`src/rtl/deq_pkg.sv`:
```
// deq_pkg: shared constants, operation and status codes, cell control struct
// for the double-ended queue. No dependencies.

package deq_pkg;

  localparam int unsigned CAPACITY = 16;
  localparam int unsigned CNT_W    = $clog2(CAPACITY + 1);
  localparam int unsigned DATA_W   = 32;
  localparam int unsigned KIND_W   = 3;
  localparam int unsigned STAT_W   = 2;

  localparam logic [KIND_W-1:0] KIND_PUSH_FRONT = 3'd0;
  localparam logic [KIND_W-1:0] KIND_PUSH_BACK  = 3'd1;
  localparam logic [KIND_W-1:0] KIND_POP_FRONT  = 3'd2;
  localparam logic [KIND_W-1:0] KIND_POP_BACK   = 3'd3;
  localparam logic [KIND_W-1:0] KIND_LIST       = 3'd4;

  localparam logic [STAT_W-1:0] STAT_OK    = 2'd0;
  localparam logic [STAT_W-1:0] STAT_EMPTY = 2'd1;
  localparam logic [STAT_W-1:0] STAT_FULL  = 2'd2;

  // command broadcast to every cell of the chain
  typedef struct packed {
    logic shift_r;    // push front: everything moves one cell toward the back
    logic shift_l;    // pop front: everything moves one cell toward the front
    logic ins_back;   // push back: first empty cell takes the value
    logic drop_back;  // pop back: tail cell goes empty
    logic rotate;     // listing: head wraps around to the tail
  } cell_ctrl_t;

endpackage

```
`src/rtl/deq_cell.sv`:
```
// deq_cell: one storage cell of the queue chain, holding an entry and its
// valid bit and trading data with both neighbors. Depends on deq_pkg.

module deq_cell import deq_pkg::*; (
  input  logic                     clk_i,
  input  logic                     rst_ni,
  input  cell_ctrl_t               ctrl_i,
  input  logic signed [DATA_W-1:0] push_value_i,
  input  logic                     prev_valid_i,
  input  logic signed [DATA_W-1:0] prev_data_i,
  input  logic                     next_valid_i,
  input  logic signed [DATA_W-1:0] next_data_i,
  input  logic signed [DATA_W-1:0] head_data_i,
  output logic                     valid_o,
  output logic signed [DATA_W-1:0] data_o,
  output logic                     tail_o
);

  logic                     valid_q, valid_d;
  logic signed [DATA_W-1:0] data_q, data_d;

  always_comb begin
    valid_d = valid_q;
    data_d  = data_q;
    if (ctrl_i.shift_r) begin
      valid_d = prev_valid_i;
      data_d  = prev_data_i;
    end else if (ctrl_i.shift_l) begin
      valid_d = next_valid_i;
      data_d  = next_data_i;
    end else if (ctrl_i.ins_back && !valid_q && prev_valid_i) begin
      valid_d = 1'b1;
      data_d  = push_value_i;
    end else if (ctrl_i.drop_back && valid_q && !next_valid_i) begin
      valid_d = 1'b0;
    end else if (ctrl_i.rotate && valid_q) begin
      // each cell takes its successor's entry; the tail cell picks up the old head
      data_d = next_valid_i ? next_data_i : head_data_i;
    end
  end

  always_ff @(posedge clk_i or negedge rst_ni) begin
    if (!rst_ni) begin
      valid_q <= 1'b0;
    end else begin
      valid_q <= valid_d;
    end
  end

  always_ff @(posedge clk_i) begin
    data_q <= data_d;
  end

  assign valid_o = valid_q;
  assign data_o  = data_q;
  assign tail_o  = valid_q && !next_valid_i;

endmodule

```
`config.mk`:
```
export PLATFORM = sky130hd
export DESIGN_NAME = deq_cell
export DESIGN_NICKNAME = d
export VERILOG_FILES = /design/src/rtl/deq_pkg.sv /design/src/rtl/deq_cell.sv
export SDC_FILE = /design/constraint.sdc
export NUM_CORES = 1
export LEC_CHECK = 0
export ABC_AREA = 1
export BUFFER_PORTS_ARGS = -buffer_cell sky130_fd_sc_hd__buf_2
export CAP_MARGIN = 20
export CORE_ASPECT_RATIO = 1.2
export CORE_MARGIN = 2
export CORE_UTILIZATION = 38
export DETAILED_ROUTE_END_ITERATION = 12
export PLACE_DENSITY = 0.78
export SLEW_MARGIN = 20
export SYNTH_ARGS = -nofsm -noshare
export SYNTH_HDL_FRONTEND = slang
export SYNTH_SLANG_ARGS = --single-unit
```
`constraint.sdc`:
```
create_clock -name clk_i -period 1.8 [get_ports clk_i]
set_input_delay 0.36 -clock clk_i [delete_from_list [all_inputs] [get_ports clk_i]]
set_output_delay 0.36 -clock clk_i [all_outputs]
set_load 0.05 [all_outputs]
```
==> out/results.txt, run 1 <==
The number of failing setup endpoints in the final timing report is 0. Depth of the worst register-to-register path: 4. The run finished with clean final reports. The antenna cell count is 0. The tools report the endpoint of the most critical register-to-register path as data_o[10]$_DFFE_PP_. The initial core utilization is 38.95%.

The tools report the cell chosen for the clock root as sky130_fd_sc_hd__clkbuf_8. TritonCTS built the clock tree. In this run, synthesis produced a sequential element count of 33.

In this run, the combinational gates consume 38.2% of the power. TritonCTS created 5 clock buffers. Subtracting the final worst setup slack from the clock period gives 1.585 ns. The final worst-path cycle share is 88.03%. The number of maximum-capacitance violations is 0, and the overall die area is 7191 sq um.

The slowest stage of the critical path is the sky130_fd_sc_hd__dfrtp_1 cell. The number of antenna violations at the first check in global routing came out at 0. The startpoint of the worst-slack reg-to-reg timing path is valid_o$_DFFE_PN0P_.

The tightest min-delay check is of the in -> async type. The cell-internal power was 1.500 mW; the clock sink total was 33. The run gives 2,801 as the number of global-route vias before repair. The run gives 1.83 ns as the worst endpoint required time.

After legalization and detailed placement, the total HPWL measured 5844 um. For this design the static power due to leakage is 1.787 nW. Before antenna repair, the detailed router went through 5 iterations. The area growth from synthesis to layout is 37.34%. For the number of standard cells after synthesis, the log shows 344. The filler cells instantiated in the layout total 611.

The power spent charging and discharging nets was 907.9 uW. The count of buffers inserted at the top-level ports is 170. The worst setup path is of the reg -> reg kind. Largest net degree at the start of global routing: 46. The buffer levels on the longest clock path came out at 2.

The global router's overall resource usage is 21.35%, and the global-route wire length before repair is 12,310 um. Clock-pin slew was measured on the worst setup and hold paths at 0.06 ns. The final route contains 2,929 vias. At the end of routability-driven placement, the weighted congestion stood at 0.8506. For the clock latency of the later-clocked register in the worst-skew pair, the log shows 0.27 ns. VDD sags by at most 0.2684 mV.

The synthesized netlist net count came out at 481. Setup repair after global routing left no endpoint under its margin. The mean cell area of the mapped netlist was 7.209 sq um; the number of antenna-violating nets in the routed design was 0.

At the pin with the least slew margin, the transition time is 0.4858 ns. The core region is 6366 sq um. After the first detailed-routing iteration, the DRC count stood at 183. The count of yosys warnings during synthesis was 0; the wire length per cell after detailed routing was 13.33 um. The sum of overflow across all layers after global routing is 0. For the final routed database, the setup TNS stands at 0 ns. Pin placement for this block handled 171 I/O pins. Sequential cells were found to cover 39.76% of the synthesized design area. Sequential cells account for 40.6% of the total power. Layout net count: 644. Detailed-route wire length: 7890 um. The via count normalized by instance count was 4.948; the slack of the worst reg-to-reg path was 0.22 ns.

STA classifies the critical path startpoint as a register. For this run, the slowest stage of the critical path takes 0.43 ns. The floorplan step set the die height to 92.50 um. For the worst setup path, the data arrival time is 1.61 ns. The relative slew slack was 67.61%; the number of slew-limit violations in the final report was 0. For this run, the top clock speed supported by timing is 0.6311 GHz.

The cell area that synthesis handed to floorplanning was 2480 sq um. The net switching fraction of the power came out at 37.71%. Dividing total power by cell area gives a power density of 706.9 nW/um^2. The tools report the final standard cell count with taps included and fillers excluded as 592. The clock share of power was 21.2%; the count of cell types in the netlist was 22. In the routed design, unresolved DRC markers number 0. The run gives 584 as the number of cells after detailed placement. For the row count, the log shows 32. Cells with a size suffix above 1 make up 40.43% of the layout.

In this run the horizontal extent of the chip is 77.75 um. The worst setup path is captured at a register. The signal on the critical path passes through inv_2 -> nand3_4 -> o21ai_0 -> o21ai_1. The total count of hold-check failures in the final report came out at 0. The H-tree was split into 2 levels. The run gives 0.001630 ns as the largest clock skew in the final design. Once the clock tree was built, the resizer swapped 0 gates to a different size. Maximum net fanout on the critical path: 45.
## layout by cell type, fill, tap and decap left out
| cell | n |
|---|---|
| sky130_fd_sc_hd__nand2_1 | 163 |
| sky130_fd_sc_hd__a21oi_2 | 12 |
| sky130_fd_sc_hd__dlygate4sd3_1 | 1 |
| sky130_fd_sc_hd__clkbuf_8 | 5 |
| sky130_fd_sc_hd__o21ai_0 | 13 |
| sky130_fd_sc_hd__a21oi_1 | 26 |
| sky130_fd_sc_hd__nand2_2 | 1 |
| sky130_fd_sc_hd__edfxtp_1 | 32 |
| sky130_fd_sc_hd__nand3_4 | 1 |
| sky130_fd_sc_hd__nand3_1 | 14 |
| sky130_fd_sc_hd__clkinv_1 | 1 |
| sky130_fd_sc_hd__nand2_4 | 1 |
| sky130_fd_sc_hd__nor2_1 | 20 |
| sky130_fd_sc_hd__dfrtp_1 | 1 |
| sky130_fd_sc_hd__inv_4 | 1 |
| sky130_fd_sc_hd__o22ai_1 | 2 |
| sky130_fd_sc_hd__buf_4 | 10 |
| sky130_fd_sc_hd__inv_2 | 2 |
| sky130_fd_sc_hd__nor2_2 | 2 |
| sky130_fd_sc_hd__buf_2 | 170 |
| sky130_fd_sc_hd__a22oi_1 | 13 |
| sky130_fd_sc_hd__clkbuf_1 | 1 |
| sky130_fd_sc_hd__inv_1 | 2 |
| sky130_fd_sc_hd__o21ai_1 | 13 |
## metal layers
layer / part of all wire (%) / GRT usage, % / vias to the layer above
met5: 0 / 0 / -
met4: 1.7 / 9.226 / 0
met3: 7.2 / 3.411 / 12
met2: 52 / 39.73 / 142
met1: 39 / 23.67 / 1305
li1: - / - / 1470
## cells in the mapped netlist, drive strengths merged
library cell,n,area share (%)
nor2,22,3.4
a21oi,38,9.5
inv,5,0.86
nand2,165,25
nand3,15,3.5
buf,19,5.7
o22ai,2,0.50
dfrtp,1,1.0
o21ai,26,5.2
clkbuf,6,2.5
a22oi,13,3.9
edfxtp,32,39
## timing repair
| item | 4_1_cts | 5_1_grt |
|---|---|---|
| hold buffers | 1 | 0 |
| hold endpoints to repair | 1 | 0 |
| buffers inserted | 0 | 0 |
## critical path, delay by kind of cell, from the launching register on
family | cells | cell delay, ns
compound gates | 2 | 0.42
buf+inv | 1 | 0.11
flops | 1 | 0.43
simple gates | 1 | 0.37
## registers in the layout, summed over array words and instances, names as in the netlist
name,count
valid_o,1
data_o,32
## metrics by stage
step	hold slack, ns	setup slack, ns	util (%)	instance area (sq um)	power, mW
after CTS	0.3760	0.2074	53.50	3406	2.432
after floorplan	0.06441	0.1231	-	2490	1.625
final	0.3880	0.2154	53.50	3406	2.408
after global routing	0.3847	0.07479	53.50	3406	2.534
after global placement	0.1398	0.2486	52.14	3319	1.900
after detailed placement	0.1439	0.1986	52.14	3319	1.913
## area by class of cell
class | count | area, sq um | share of cell area, %
Multi-Input combinational cell | 281 | 1280 | 37.58
Clock buffer | 6 | 72.57 | 2.131
Tap cell | 85 | 106.4 | 3.123
Sequential cell | 33 | 985.9 | 28.95
Timing Repair Buffer | 181 | 935.9 | 27.48
Clock inverter | 1 | 3.754 | 0.1102
Inverter | 5 | 21.27 | 0.6245
## power by group through the flow
stage	registers, mW	logic (mW)	clock network (mW)
global placement	0.991	0.908	0
detailed placement	0.994	0.920	0
finish	0.977	0.920	0.511
floorplan	1.30	0.327	0
global route	0.982	0.992	0.560
CTS	0.978	0.924	0.531
## kinds of logic after synthesis
logic type             after synthesis  share of synthesized area [%]
and+or+nand+nor                    202                          32.04
AOI/OAI and AO/OA                   79                          19.17
DFF                                 33                          39.76
buffers and inverters               30                          9.031
## how the worst max path moves through the flow
| stage | from | to | slack, ns | cells past startpoint |
|---|---|---|---|---|
| 6_report | valid_o$_DFFE_PN0P_ | data_o[10]$_DFFE_PP_ | 0.22 | 4 |
| 2_1_floorplan | valid_o$_DFFE_PN0P_ | data_o[0]$_DFFE_PP_ | 0.12 | 4 |
| 3_3_place_gp | ctrl_i[4] | data_o[20]$_DFFE_PP_ | 0.25 | 5 |
| 5_1_grt | valid_o$_DFFE_PN0P_ | data_o[2]$_DFFE_PP_ | 0.07 | 4 |
| 3_5_place_dp | ctrl_i[4] | data_o[20]$_DFFE_PP_ | 0.20 | 5 |
| 4_1_cts | valid_o$_DFFE_PN0P_ | data_o[30]$_DFFE_PP_ | 0.21 | 4 |
Note: power is estimated with default switching activity, not from simulation.
==> inputs of run 2 (changes only) <==
--- a/config.mk
+++ b/config.mk
@@ -9,7 +9,6 @@
 export BUFFER_PORTS_ARGS = -buffer_cell sky130_fd_sc_hd__buf_2
 export CAP_MARGIN = 20
 export CORE_ASPECT_RATIO = 1.2
-export CORE_MARGIN = 2
 export CORE_UTILIZATION = 38
 export DETAILED_ROUTE_END_ITERATION = 12
 export PLACE_DENSITY = 0.78
==> run 2 against run 1 <==
Fmax decreased by 5.9%. Clock power increased by 3%. Routed wire length increased by 6.2%. Highest routed layer unchanged.
==> out/results.txt, run 2 (synthesized netlist as in run 1, its figures left out) <==
The maximum net fanout on the critical path is 22 (was 45), and the number of cells after detailed placement is 580 (was 584). The transition time at the pin with the least slew margin works out to 0.5706 ns (was 0.4858 ns). Setup repair after global routing left no endpoint under its margin. The number of buffers inserted during clock tree synthesis came out at 5 (unchanged).

The initial core utilization was 40.21% (was 38.95%). The leading cell type in the layout, fill and taps excluded is sky130_fd_sc_hd__buf_2 (unchanged). Top library cells by usage in the layout, fill and taps aside: 170 x sky130_fd_sc_hd__buf_2, 163 x sky130_fd_sc_hd__nand2_1, 32 x sky130_fd_sc_hd__edfxtp_1, 26 x sky130_fd_sc_hd__a21oi_1, 20 x sky130_fd_sc_hd__nor2_1 (unchanged). The tools report the number of antenna-violating nets in the routed design as 0 (unchanged). The highest ir drop seen on vdd is 0.2713 mV (was 0.2684 mV), and the die span in x is 75.75 um (was 77.75 um). The run gives 0 (unchanged) as the number of maximum-capacitance violations. The static leakage power is 1.793 nW (was 1.787 nW). The run gives 0 ns (unchanged) as the setup total negative slack.

The worst endpoint required time came out at 1.83 ns (about the same). The worst path setup slack after routing was 0.1158 ns (was 0.2154 ns). The number of fillers in the final layout was 580 (was 611); the largest clock skew in the final design was 0.005461 ns (was 0.001630 ns). The ratio of total power to cell area works out to 712.3 nW/um^2 (was 706.9 nW/um^2).

The kind of path behind the tightest hold check is in -> reg (was in -> async). The worst path arrival time is 1.71 ns (was 1.61 ns), and the area of the placeable core is 6167 sq um (was 6366 sq um). The logs give 0 (unchanged) for the post-CTS setup-driven buffer insertion count and 590 (was 592) for the final standard cell count with taps included and fillers excluded.

Number of top-level pins: 171 (unchanged). The met3 wirelength from detailed routing was 673 um (was 566 um); the wire length the detailed router placed on met1 was 3173 um (was 3089 um). The total count of hold-check failures in the final report came out at 0 (unchanged). For the clock sink total, the log shows 33 (unchanged). The tools report the cell chosen for the clock root as sky130_fd_sc_hd__clkbuf_8 (unchanged). The run gives 0.28 ns (was 0.27 ns) as the clock latency of the later-clocked register in the worst-skew pair.

The global router's overall resource usage was 23.32% (was 21.35%); the clock edge transition at the registers on the reported setup and hold paths was 0.07 ns (was 0.06 ns). The tools report the row count as 31 (was 32). The signed area change from the synthesized netlist to the final layout works out to 37.99% (was 37.34%). Along the worst hold path, the cell count comes to 3. The violation count after the first detailed-route iteration came out at 211 (was 183). The final weighted congestion of routability-driven global placement was 0.8150 (was 0.8506). The detailed-route wire length was 8379 um (was 7890 um); the via count normalized by instance count was 5.095 (was 4.948).

The sum of overflow across all layers after global routing was 0 (unchanged). The wire length per cell after detailed routing was 14.20 um (was 13.33 um); the number of slew-limit violations in the final report was 0 (unchanged). The tools report the total placed instance area as 3321 sq um (was 3319 sq um). The area of all placed cells without fillers came out at 3422 sq um (was 3406 sq um). The tools report the maximum clock rate as 0.5937 GHz (was 0.6311 GHz).

The startpoint kind of the worst setup timing path is a register (unchanged). The tools report the HPWL after detailed placement as 5879 um (was 5844 um). The smallest hold slack came out at 0.3956 ns (was 0.3880 ns). The worst setup path category is reg -> reg (unchanged).

The largest net degree at the start of global routing came out at 46 (unchanged). Top metal layer carrying routed signals: met4 (unchanged). The number of optimization iterations in the first detailed-route pass came out at 5 (unchanged). The number of flip-flops in the largest register was 32 (unchanged).

The worst slack after detailed placement was 0.1562 ns (was 0.1986 ns). For the total DRC errors in the routed layout, the log shows 0 (unchanged). The run gives 61.92% (was 67.61%) as the relative slew slack. For the share of the core filled with cells, the log shows 55.49% (was 53.50%).

The run gives 2 (unchanged) as the buffer levels on the longest clock path. Antenna cell count: 0 (unchanged). For the overall die area, the log shows 6855 sq um (was 7191 sq um).

The height of the die was 90.50 um (was 92.50 um); the number of global-route vias before repair was 2,809 (was 2,801). Share of final-layout standard cells stronger than drive strength 1: 40.55% (was 40.43%). TritonCTS built the clock tree. The run gives 644 (unchanged) as the layout net count.

For the total met2 wirelength after detailed routing, the log shows 4319 um (was 4102 um). The count of buffers inserted at the top-level ports was 170 (unchanged). The final worst-path cycle share came out at 93.57% (was 88.03%). The tools report the H-tree depth reported by CTS as 2 (unchanged). The global-route wire length before repair is 12,240 um (was 12,310 um), and the number of failing setup endpoints in the final timing report is 0 (unchanged). The flow ran to the end, and the final reports show no timing, DRC or antenna violations. The via count is 3,006 (was 2,929), and the depth of the worst register-to-register path is 6 (was 4).

The run gives 0 (unchanged) as the number of antenna violations at the first check in global routing. The tools report the nature of the critical path endpoint as a register (unchanged). The total power is 2.438 mW (was 2.408 mW).

The final period demand of the worst path was 1.684 ns (was 1.585 ns).
## run 2: where the power goes
group	switching, mW	internal [mW]	total [mW]
Clock	0.264	0.260	0.524
Combinational	0.642	0.293	0.935
Sequential	0.0299	0.949	0.979
Total	0.936	1.50	2.44
## run 2: repair_timing
| action | in CTS | in global routing |
|---|---|---|
| setup endpoints to repair | 0 | 1 |
| gates resized for setup | 0 | 0 |
| hold buffers | 1 | 0 |
| hold endpoints to repair | 1 | 0 |
## run 2: area by class of cell
cell class | count | area (sq um) | area share, %
Multi-Input combinational cell | 282 | 1290 | 37.70
Sequential cell | 33 | 985.9 | 28.81
Timing Repair Buffer | 180 | 940.9 | 27.50
Tap cell | 82 | 102.6 | 2.998
Clock buffer | 5 | 68.82 | 2.011
Inverter | 5 | 21.27 | 0.6216
Clock inverter | 3 | 12.51 | 0.3656
## run 2: critical path, stage by stage (launching register included)
cell and delay [ns]:
sky130_fd_sc_hd__dfrtp_1 0.43, sky130_fd_sc_hd__inv_2 0.14, sky130_fd_sc_hd__nand3_2 0.46, sky130_fd_sc_hd__nand2_1 0.22
sky130_fd_sc_hd__nand2_1 0.07, sky130_fd_sc_hd__nand2_1 0.06, sky130_fd_sc_hd__a21oi_1 0.06
## run 2: final timing paths
kind	start	slack, ns	to
min in group asynchronous	rst_ni	0.42	valid_o$_DFFE_PN0P_
worst max register to register	valid_o$_DFFE_PN0P_	0.12	data_o[18]$_DFFE_PP_
worst min-delay path	prev_data_i[0]	0.40	data_o[0]$_DFFE_PP_
worst max-delay path	valid_o$_DFFE_PN0P_	0.12	data_o[18]$_DFFE_PP_
max in group asynchronous	rst_ni	1.29	valid_o$_DFFE_PN0P_
worst min register to register	valid_o$_DFFE_PN0P_	0.65	valid_o$_DFFE_PN0P_
## run 2: routing by layer
layer  track usage, %  vias up
met5                0        -
met1            25.99     1331
met4            10.49        0
met2            41.22      181
li1                 -     1476
met3            4.353       18
